## config.mk

```make
export PLATFORM = sky130hd
export DESIGN_NAME = mpdwf_ctrl
export DESIGN_NICKNAME = d
export VERILOG_FILES = /design/src/rtl/core/mpdwf_pkg.sv /design/src/rtl/core/mpdwf_ctrl.sv
export SDC_FILE = /design/constraint.sdc
export NUM_CORES = 1
export LEC_CHECK = 0
export BUFFER_PORTS_ARGS = -buffer_cell sky130_fd_sc_hd__buf_2
export CAP_MARGIN = 30
export CORE_MARGIN = 1
export CORE_UTILIZATION = 40
export CTS_CLUSTER_SIZE = 28
export DETAILED_ROUTE_END_ITERATION = 8
export GPL_ROUTABILITY_DRIVEN = 0
export GPL_TIMING_DRIVEN = 0
export PLACE_DENSITY = 0.7
export RECOVER_POWER = 25
export SLEW_MARGIN = 5
export SYNTH_ARGS = -nofsm -noshare
export SYNTH_HDL_FRONTEND = slang
export SYNTH_SLANG_ARGS = --single-unit
```

## constraint.sdc

```tcl
create_clock -name clk -period 6.6 [get_ports clk]
set_clock_uncertainty 0.15 [all_clocks]
set_input_delay 0.33 -clock clk [delete_from_list [all_inputs] [get_ports clk]]
set_output_delay 0.33 -clock clk [all_outputs]
set_load 0.02 [all_outputs]
```

## src/rtl/core/mpdwf_pkg.sv

```systemverilog
// Shared types and constants for the minimum positive depth window filter.
`default_nettype none

package mpdwf_pkg;

	// Field widths fixed by the pixel format
	localparam int DEPTH_BITS  = 16;
	localparam int NORMAL_BITS = 16;

	// Default sizing of the line buffers and window
	localparam int DEF_MAX_WIDTH  = 1024;
	localparam int DEF_MAX_RADIUS = 3;

	// Frame height limit
	localparam int MAX_HEIGHT = 1024;

	// Configuration port
	localparam int CFG_INDEX_BITS = 2;
	localparam int CFG_DATA_BITS  = 11;
	localparam int RADIUS_BITS    = 2;
	localparam int DIM_BITS       = 11;

	localparam logic [RADIUS_BITS-1:0] RADIUS_RESET = RADIUS_BITS'(1);
	localparam logic [DIM_BITS-1:0]    WIDTH_RESET  = DIM_BITS'(640);
	localparam logic [DIM_BITS-1:0]    HEIGHT_RESET = DIM_BITS'(480);

	typedef enum logic [CFG_INDEX_BITS-1:0] {
		CFG_KERNEL_RADIUS = 2'd0,
		CFG_IMAGE_WIDTH   = 2'd1,
		CFG_IMAGE_HEIGHT  = 2'd2
	} cfg_reg_t;

	// One stored pixel: depth plus normal
	typedef struct packed {
		logic        [DEPTH_BITS-1:0]  depth;
		logic signed [NORMAL_BITS-1:0] nx;
		logic signed [NORMAL_BITS-1:0] ny;
		logic signed [NORMAL_BITS-1:0] nz;
	} pixel_t;

	localparam int PIXEL_BITS = $bits(pixel_t);

	// Input transaction payload
	typedef struct packed {
		logic        [DEPTH_BITS-1:0]  depth_in;
		logic signed [NORMAL_BITS-1:0] normal_x_in;
		logic signed [NORMAL_BITS-1:0] normal_y_in;
		logic signed [NORMAL_BITS-1:0] normal_z_in;
		logic                          is_padding;
	} px_item_t;

	// Result transaction payload
	typedef struct packed {
		logic        [DEPTH_BITS-1:0]  depth_out;
		logic signed [NORMAL_BITS-1:0] normal_x_out;
		logic signed [NORMAL_BITS-1:0] normal_y_out;
		logic signed [NORMAL_BITS-1:0] normal_z_out;
		logic                          frame_last;
	} res_item_t;

	// Per-item control flags that travel down the pipeline
	typedef struct packed {
		logic emit;   // item completes a window, a result follows
		logic last;   // result belongs to the frame's final pixel
		logic pass;   // radius zero: centre pixel goes out unchanged
	} ctl_t;

endpackage

`default_nettype wire

```

## src/rtl/core/mpdwf_ctrl.sv

```systemverilog
// Configuration registers, frame cursors and window clipping masks.
`default_nettype none

module mpdwf_ctrl
	import mpdwf_pkg::*;
#(
	parameter int MAX_WIDTH  = DEF_MAX_WIDTH,
	parameter int MAX_RADIUS = DEF_MAX_RADIUS
) (
	input  wire logic                          clk,
	input  wire logic                          arst_n,
	input  wire logic                          cfg_valid,
	output logic                               cfg_ready,
	input  wire logic [CFG_INDEX_BITS-1:0]     cfg_index,
	input  wire logic [CFG_DATA_BITS-1:0]      cfg_data,
	input  wire px_item_t                      item,
	input  wire logic                          accept,
	output logic [$clog2(MAX_WIDTH)-1:0]       rd_col,
	output pixel_t                             pix,
	output ctl_t                               ctl,
	output logic [2*MAX_RADIUS:0]              rowm,
	output logic [2*MAX_RADIUS:0]              colm
);

	localparam int WIN = 2 * MAX_RADIUS + 1;
	localparam int WW  = $clog2(MAX_WIDTH + 1);
	localparam int CIW = $clog2(MAX_WIDTH);
	localparam int HW  = $clog2(MAX_HEIGHT + 1);
	localparam int RIW = $clog2(MAX_HEIGHT);
	localparam int RW  = $clog2(MAX_RADIUS + 1);
	localparam int LW  = $clog2(MAX_RADIUS * MAX_WIDTH + MAX_RADIUS + 1);

	// Configuration registers
	logic [RADIUS_BITS-1:0] radius_q;
	logic [DIM_BITS-1:0]    width_q;
	logic [DIM_BITS-1:0]    height_q;

	// Input cursor, output cursor and fill count
	logic [CIW-1:0] in_col_q, in_col_d;
	logic [RIW-1:0] in_row_q, in_row_d;
	logic           in_done_q, in_done_d;
	logic [LW-1:0]  fill_q, fill_d;
	logic [CIW-1:0] o_col_q, o_col_d;
	logic [RIW-1:0] o_row_q, o_row_d;

	logic [WW-1:0]    w_eff;
	logic [HW-1:0]    h_eff;
	logic [RW-1:0]    rad_eff;
	logic [RW+WW-1:0] lag_prod;
	logic [LW-1:0]    lag;
	logic             cfg_hit;
	logic             in_col_last, in_row_last;
	logic             o_col_last, o_row_last;
	logic             emit, frame_end, pad;
	logic [HW:0]      row_sum;
	logic [WW:0]      col_sum;

	assign cfg_ready = 1'b1;
	assign cfg_hit   = cfg_valid && (cfg_index == CFG_KERNEL_RADIUS ||
		cfg_index == CFG_IMAGE_WIDTH || cfg_index == CFG_IMAGE_HEIGHT);

	// Effective frame geometry: zero reads as one, oversize is clamped to the limits
	always_comb begin
		if (width_q == '0) begin
			w_eff = WW'(1);
		end else if (32'(width_q) > 32'(MAX_WIDTH)) begin
			w_eff = WW'(MAX_WIDTH);
		end else begin
			w_eff = WW'(width_q);
		end
		if (height_q == '0) begin
			h_eff = HW'(1);
		end else if (32'(height_q) > 32'(MAX_HEIGHT)) begin
			h_eff = HW'(MAX_HEIGHT);
		end else begin
			h_eff = HW'(height_q);
		end
		if (32'(radius_q) > 32'(MAX_RADIUS)) begin
			rad_eff = RW'(MAX_RADIUS);
		end else begin
			rad_eff = RW'(radius_q);
		end
		lag_prod = (RW+WW)'(rad_eff) * (RW+WW)'(w_eff);
		lag      = LW'(lag_prod) + LW'(rad_eff);
	end

	// Cursor stepping for the item on the input
	always_comb begin
		in_col_last = (WW'(in_col_q) == w_eff - WW'(1));
		in_row_last = (HW'(in_row_q) == h_eff - HW'(1));
		o_col_last  = (WW'(o_col_q) == w_eff - WW'(1));
		o_row_last  = (HW'(o_row_q) == h_eff - HW'(1));
		emit        = (fill_q == lag);
		frame_end   = emit && o_col_last && o_row_last;

		in_col_d  = in_col_last ? '0 : in_col_q + CIW'(1);
		in_row_d  = in_row_q;
		in_done_d = in_done_q;
		if (!in_done_q && in_col_last) begin
			if (in_row_last) begin
				in_done_d = 1'b1;
			end else begin
				in_row_d = in_row_q + RIW'(1);
			end
		end
		fill_d  = emit ? fill_q : fill_q + LW'(1);
		o_col_d = o_col_q;
		o_row_d = o_row_q;
		if (emit) begin
			o_col_d = o_col_last ? '0 : o_col_q + CIW'(1);
			if (o_col_last) begin
				o_row_d = o_row_q + RIW'(1);
			end
		end
		// Final result of the frame returns every cursor to the start
		if (frame_end) begin
			in_col_d  = '0;
			in_row_d  = '0;
			in_done_d = 1'b0;
			fill_d    = '0;
			o_col_d   = '0;
			o_row_d   = '0;
		end
	end

	// Item payload: padding and pixels beyond the frame store as zero
	always_comb begin
		pad    = item.is_padding || in_done_q;
		rd_col = in_col_q;
		if (pad) begin
			pix = '0;
		end else begin
			pix.depth = item.depth_in;
			pix.nx    = item.normal_x_in;
			pix.ny    = item.normal_y_in;
			pix.nz    = item.normal_z_in;
		end
		ctl.emit = emit;
		ctl.last = frame_end;
		ctl.pass = (rad_eff == '0);
	end

	// Clipping masks; index is the age of a window row or column
	always_comb begin
		row_sum = (HW+1)'(o_row_q) + (HW+1)'(rad_eff);
		col_sum = (WW+1)'(o_col_q) + (WW+1)'(rad_eff);
		for (int k = 0; k < WIN; k++) begin
			rowm[k] = (k <= 2 * int'(rad_eff)) && (row_sum >= (HW+1)'(k)) &&
				(row_sum < (HW+1)'(h_eff) + (HW+1)'(k));
			colm[k] = (k <= 2 * int'(rad_eff)) && (col_sum >= (WW+1)'(k)) &&
				(col_sum < (WW+1)'(w_eff) + (WW+1)'(k));
		end
	end

	// Configuration registers
	always_ff @(posedge clk or negedge arst_n) begin
		if (!arst_n) begin
			radius_q <= RADIUS_RESET;
			width_q  <= WIDTH_RESET;
			height_q <= HEIGHT_RESET;
		end else if (cfg_valid) begin
			case (cfg_index)
				CFG_KERNEL_RADIUS: radius_q <= RADIUS_BITS'(cfg_data);
				CFG_IMAGE_WIDTH:   width_q  <= cfg_data;
				CFG_IMAGE_HEIGHT:  height_q <= cfg_data;
				default: ;
			endcase
		end
	end

	// Cursors: a register write aborts the frame in progress
	always_ff @(posedge clk or negedge arst_n) begin
		if (!arst_n) begin
			in_col_q  <= '0;
			in_row_q  <= '0;
			in_done_q <= 1'b0;
			fill_q    <= '0;
			o_col_q   <= '0;
			o_row_q   <= '0;
		end else if (cfg_hit) begin
			in_col_q  <= '0;
			in_row_q  <= '0;
			in_done_q <= 1'b0;
			fill_q    <= '0;
			o_col_q   <= '0;
			o_row_q   <= '0;
		end else if (accept) begin
			in_col_q  <= in_col_d;
			in_row_q  <= in_row_d;
			in_done_q <= in_done_d;
			fill_q    <= fill_d;
			o_col_q   <= o_col_d;
			o_row_q   <= o_row_d;
		end
	end

endmodule

`default_nettype wire

```

=== Word level (Yosys, flattened, before mapping) ===
Index checks and enable logic that the tools add are counted.

* Bits in read-only memories: 0
* Bits in latches: 0
* Register bits after elaboration: 77
* Bits of input ports: 82
* Logic and storage cells: 164
* RAM bits: 0
* Memories kept: 0

* Multipliers: 1
* Bitwise operators: 0
* Div/mod/pow operators: 0
* Order comparisons: 37
* Add/subtract/negate cells: 22
* Multiplexer cells: 33
* Reductions and logical operators: 53
* Shifts and indexed selects: 0
* Equality and inequality tests: 9

{| class="wikitable"
|+ Operators by type and width
! kind !! number
|-
| 2-to-1 mux 10 bit || 19
|-
| less-than comparator 11 x 12 -> 1 bit || 12
|-
| adder 11 x 3 -> 12 bit (second input constant) || 6
|-
| greater-or-equal comparator 11 x 3 -> 1 bit (second input constant) || 6
|-
| 2-to-1 mux 64 bit || 1
|-
| adder 11 x 2 -> 12 bit (second input constant) || 4
|-
| 2-to-1 mux 12 bit || 4
|-
| == test 10 x 11 -> 1 bit || 4
|-
| greater-or-equal comparator 11 x 1 -> 1 bit (second input constant) || 4
|-
| greater-or-equal comparator 11 x 2 -> 1 bit (second input constant) || 4
|-
| 2-to-1 mux 11 bit || 4
|-
| adder 10 x 1 -> 10 bit (second input constant) || 4
|-
| logical AND 1 bit || 32
|-
| adder 11 x 1 -> 12 bit (second input constant) || 2
|-
| adder 10 x 2 -> 11 bit || 2
|-
| > comparator 11 bit (second input constant) || 2
|-
| zero test 11 bit || 2
|-
| less-than comparator 11 bit || 2
|-
| subtractor 11 x 1 -> 11 bit (second input constant) || 2
|-
| adder 12 x 1 -> 12 bit (second input constant) || 1
|-
| adder 12 x 2 -> 12 bit || 1
|-
| == test 12 bit || 1
|-
| multiplier 2 x 11 -> 12 bit || 1
|-
| nonzero test 3 bit || 4
|-
| 13 further kinds || 31
|}

=== Depth between registers and ports, before layout ===
* Word-level depth: 11
* Mapped depth: 23
* Gate-level depth less buffers: 19

=== Worst setup path after synthesis ===
OpenSTA, ideal clock, no wires.

* Kind: flip-flop to flip-flop
* Start point: reg width_q[4]
* End point: reg o_row_q[2]
* Cell stages (with the launch flop): 24
* Arrival: 4786 ps
* Slack: 1541 ps
* Cells stage by stage: dfrtp_1 -> buf_2 -> nor4_4 -> and4_1 -> nor2_2 -> inv_2 -> buf_2 -> nand2_1 -> fa_1 -> inv_1 -> ha_1 -> inv_1 -> fa_1 -> nor2b_1 -> o2111a_1 -> o2111ai_1 -> a22o_1 -> a211oi_1 -> nand4_1 -> clkbuf_1 -> o21ai_0 -> clkbuf_1 -> a21bo_2 -> a21oi_1

* Longest elaborated chain between the ends: 11
* Elaborated cells between the ends (all ways): 17

{| class="wikitable"
|+ RTL lines
! item !! line !! text
|-
| start: declaration || mpdwf_ctrl.sv:35 || <nowiki>logic [DIM_BITS-1:0] width_q;</nowiki>
|-
| start signal: assignment || mpdwf_ctrl.sv:164 || <nowiki>CFG_IMAGE_WIDTH: width_q <= cfg_data;</nowiki>
|-
| > comparator 11 bit || mpdwf_ctrl.sv:66 || <nowiki>end else if (32'(width_q) > 32'(MAX_WIDTH)) begin</nowiki>
|-
| 2-to-1 mux 11 bit || mpdwf_ctrl.sv:66 ||
|-
| 2-to-1 mux 11 bit (*) || mpdwf_ctrl.sv:64 || <nowiki>if (width_q == '0) begin</nowiki>
|-
| multiplier 2 x 11 -> 12 bit || mpdwf_ctrl.sv:83 || <nowiki>lag_prod = (RW+WW)'(rad_eff) * (RW+WW)'(w_eff);</nowiki>
|-
| adder 12 x 2 -> 12 bit || mpdwf_ctrl.sv:84 || <nowiki>lag = LW'(lag_prod) + LW'(rad_eff);</nowiki>
|-
| == test 12 bit || mpdwf_ctrl.sv:93 || <nowiki>emit = (fill_q == lag);</nowiki>
|-
| logical AND 1 bit (2 in a row) || mpdwf_ctrl.sv:94 || <nowiki>frame_end = emit && o_col_last && o_row_last;</nowiki>
|-
| 2-to-1 mux 10 bit || mpdwf_ctrl.sv:116 || <nowiki>if (frame_end) begin</nowiki>
|-
| 2-to-1 mux 10 bit || mpdwf_ctrl.sv:187 || <nowiki>end else if (accept) begin</nowiki>
|-
| 2-to-1 mux 10 bit || mpdwf_ctrl.sv:180 || <nowiki>end else if (cfg_hit) begin</nowiki>
|-
| end signal: assignment || mpdwf_ctrl.sv:193 || <nowiki>o_row_q <= o_row_d;</nowiki>
|-
| end: declaration || mpdwf_ctrl.sv:44 || <nowiki>logic [RIW-1:0] o_row_q, o_row_d;</nowiki>
|}

Every way passes the cells marked *; elsewhere a longest branch is shown, timed or not. The select of a mux whose other input is x is not followed.
A chain may end at the register's enable or synchronous reset.

=== Worst setup path after layout ===
* Start point: reg width_q[2]
* End point: out ctl[1] (netlist name)

* Longest elaborated chain between the ends: 8
* Elaborated cells between the ends (all ways): 11

{| class="wikitable"
|+ RTL lines
! item !! line !! text
|-
| > comparator 11 bit || mpdwf_ctrl.sv:66 ||
|-
| 2-to-1 mux 11 bit || mpdwf_ctrl.sv:66 ||
|-
| 2-to-1 mux 11 bit (*) || mpdwf_ctrl.sv:64 ||
|-
| multiplier 2 x 11 -> 12 bit || mpdwf_ctrl.sv:83 ||
|-
| adder 12 x 2 -> 12 bit || mpdwf_ctrl.sv:84 ||
|-
| == test 12 bit || mpdwf_ctrl.sv:93 ||
|-
| logical AND 1 bit (*) (2 in a row) || mpdwf_ctrl.sv:94 ||
|-
| end: declaration || mpdwf_ctrl.sv:20 || <nowiki>output ctl_t ctl,</nowiki>
|}

Every way passes the cells marked *; elsewhere a longest branch is shown, timed or not.

==> flow_metrics.py <==
metrics = {
    "synthesis": {
        "ys_seq_area_frac": 0.160,
        "yosysUniqueCellTypes": 88,
        "synth_enable_flop_cells": 0,
        "synth.cell_area_um2": 12100,
        "ys.flop_type": "dfrtp_1",
        "yosys_register_bits": 77,
        "yosysWarnings": 0,
        "synth_cells": 1553,
        "synth-async-reset-ratio": 1.00,
        "avgSynthCellArea_um2": 7.81,
        "synth_fp_nets": 1821,
    },
    "setup_path": {
        "end_kind": "primary output",
        "timing.rr.start": "width_q[2]$_DFFE_PN0P_",
        "startpoint_type": "flip-flop",
        "worstReg2RegEnd": "fill_q[11]$_DFFE_PN0P_",
        "r2r_cells": 21,
        "cp_max_fo": 10,
        "worst-path-buf-inv": 6,
        "r2r_slack_ps": 400,
        "critPathKind": "flip-flop to primary output",
        "slowest_stage": "dfrtp_1",
        "cpLargestDelayFamily": "simple AND/OR/NAND/NOR gates",
        "crit_chain": "nor3_1 > and4_1 > nor2_2 > inv_2 > buf_2 > nand2_1 > fa_1 > inv_1 > ha_1 > inv_1 > fa_1 > nor2b_1 > o2111a_1 > o2111ai_1 > a22o_1 > a211oi_1 > nand3_2 > nor3b_1 > buf_4 > buf_2",
        "worst_ep_arrival_time_ps": 5850,
        "critPathMaxStageDelay_ps": 490,
        "worstPathRequired_ps": 6120,
    },
    "global_routing": {
        "antenna_found_initial": 1,
        "grt_overflow": 0,
        "gr-usage-all-layers": 0.256,
        "grt_pass1_wl_um": 62400,
        "grt_start_max_net_pins": 67,
        "grt_pass1_vias": 11842,
    },
    "clock_network": {
        "cts_made_buffers": 9,
        "cts_buffer_depth": 2,
        "clock_sink_count": 77,
        "clkSlewWorstSetupHoldPaths_ps": 60,
        "clock_latency_ps": 350,
        "htreeDepth": 3,
        "cts_tree": "built",
        "clock-root-buffer": "clkbuf_16",
    },
    "route": {
        "wl_um": 39800,
        "drc": 0,
        "first_iter_violations": 1053,
        "wl_per_cell_um": 18.5,
        "detail-route-antenna-nets": 0,
        "drt-pass1-iter-count": 5,
        "post_drt_via_cell_ratio": 5.79,
        "vias": 12439,
    },
    "run": {
        "cap_violations": 1,
    },
    "cells_and_area": {
        "area_growth_pct": 14.8,
        "regArea_um2": 1940,
        "num-nets-final": 2019,
        "multi_input_area_um2": 9590,
        "final_common_cell": "buf_2",
        "mostFrequentLayoutCells": "185 x buf_2, 182 x ha_1, 157 x nor2_1",
        "drive_above_1_share": 0.166,
        "n_fill_cell": 2920,
        "stdcell_count": 2147,
    },
    "sta": {
        "drv_slew": 67,
        "relSlewSlack": -1.40,
        "finalCritPeriodShare": 0.958,
        "fmax_mhz": 158,
        "setup_viol": 0,
        "setup_ws_ps": 275,
        "min_period_ps": 6330,
        "setup_tns_ps": 0,
        "tightest_slew_ps": 3610,
        "finalHoldViolCount": 0,
    },
    "power_and_ir_drop": {
        "peakVddDrop_mv": 0.116,
        "power_leakage_uw": 0.00646,
        "p_per_area_nw_per_um2": 192,
    },
    "min_path": {
        "min_path_cells": 3,
        "min-delay-start": "cfg_data[0]",
        "hold_class": "input pin to flip-flop",
        "worstHoldEndpoint": "rad_eff[0]$_DFFE_PN1P_",
    },
    "floorplanning": {
        "row_count": 63,
        "die_y_um": 176,
        "die_w_um": 176,
        "initial_core_util": 0.408,
        "core-area_um2": 29700,
        "die_area_um2": 31000,
        "ios": 174,
    },
    "place": {
        "preCtsSetupSlack_ps": 411,
        "hpwl_um": 31300,
        "placed_cells": 2123,
        "io_buffers": 172,
    },
    "outcome": {
        "status": "complete, but fails checks",
        "violations": "max-capacitance violations, max-slew violations",
    },
}
cell families (layout without fill, tap and decap cells):
group | Yosys count | in the layout | share of synthesized area
compound gates | 290 | 290 | 0.155
xor+xnor | 174 | 174 | 0.130
fa+ha+maj | 186 | 186 | 0.194
buf+inv | 152 | 355 | 0.0505
flops | 77 | 77 | 0.160
mux | 34 | 34 | 0.0309
other cells | 1 | 2 | 0.000309
simple gates | 639 | 639 | 0.279
worst reg2reg max path: stages (launching register included):
cell and delay [ps]:
dfrtp_1 490, nor3_1 400, and4_1 400, nor2_2 140, inv_2 100, buf_2 240
nand2_1 110, fa_1 490, inv_1 70, ha_1 180, inv_1 70, fa_1 420
nor2b_1 130, o2111a_1 270, o2111ai_1 180, a22o_1 210, a211oi_1 480, nand4_1 260
clkbuf_1 310, or2_2 390, o21ai_1 360, o221ai_1 200
routing by layer:
metal / global-route usage / part of all wire / vias to the layer above
met5: 0.00481 / 0 / -
li1: - / - / 5890
met2: 0.422 / 0.45 / 633
met4: 0.161 / 0.060 / 0
met3: 0.0338 / 0.076 / 127
met1: 0.316 / 0.41 / 5789
report_power, final:
part	total (uW)	switching (uW)	internal [uW]	leakage, uW
Combinational	1540	938	602	0.00529
Sequential	578	65.6	512	0.00101
Clock	555	211	343	0.000160
Total	2670	1220	1460	0.00646
Yosys cell counts (7+ instances only):
cell type	n	area [um2]
nand3b_1	12	90.1
a211oi_1	12	90.1
inv_1	55	206
clkbuf_1	55	206
nor2_1	157	589
nor4_1	17	106
and3_1	16	100
ha_1	182	2280
nand2b_1	25	156
xnor2_1	134	1170
or2_2	11	68.8
o21a_1	7	52.6
dfrtp_1	70	1750
o21ai_0	58	290
nand2_1	89	334
a31oi_1	19	119
or3_1	11	68.8
mux2_2	28	315
a22o_1	8	70.1
nor2b_1	43	269
and2_1	71	444
buf_2	13	65.1
nor3_1	44	220
xor2_1	36	315
nand4_1	33	206
nand3_1	71	355
a21o_1	34	255
buf_1	11	41.3
a21oi_1	85	425
dfstp_2	7	184
cell type report:
cell class,instances,area share
clock buffers,11,0.0174
multi-input cells,1324,0.689
inverters,67,0.0181
flip-flops and latches,77,0.139
well taps,390,0.0350
repair buffers,187,0.0695
diodes,1,0.000180
plain buffers,85,0.0261
clock inverters,5,0.00593
state kept, by name, indices dropped and copies added, names as in the netlist:
name       count
fill_q        12
height_q      11
width_q       11
in_row_q      10
o_col_q       10
o_row_q       10
rd_col        10
rad_eff        2
in_done_q      1
through the flow:
| stage | hold slack (ps) | total power [uW] | instance area [um2] | utilization |
|---|---|---|---|---|
| floorplan | -116 | 1660 | 12100 | - |
| global placement | 415 | 2050 | 13500 | 0.454 |
| detailed placement | 53.3 | 2080 | 13600 | 0.456 |
| CTS | 82.8 | 2640 | 13900 | 0.468 |
| global route | 95.0 | 2850 | 13900 | 0.469 |
| finish | 105 | 2670 | 13900 | 0.469 |
worst max-delay path by stage:
stage,start,to,slack [ps],cells after the start
after detailed placement,width_q[8]$_DFFE_PN0P_,o_row_q[2]$_DFFE_PN0P_,410,23
after global routing,width_q[10]$_DFFE_PN0P_,ctl[1],-20,20
after floorplan,width_q[4]$_DFFE_PN0P_,o_row_q[2]$_DFFE_PN0P_,1540,23
after global placement,width_q[4]$_DFFE_PN0P_,o_row_q[2]$_DFFE_PN0P_,470,23
after CTS,width_q[8]$_DFFE_PN0P_,ctl[1],300,21
final,width_q[2]$_DFFE_PN0P_,ctl[1],270,20
repair_timing:
item / in CTS / in global routing
setup buffers: 0 / 0
setup endpoints to repair: 0 / 15
resized for setup: 0 / 7
endpoints found under the hold margin: 11 / 0
hold buffers: 1 / 0
Power figures use the tool's default switching activity.
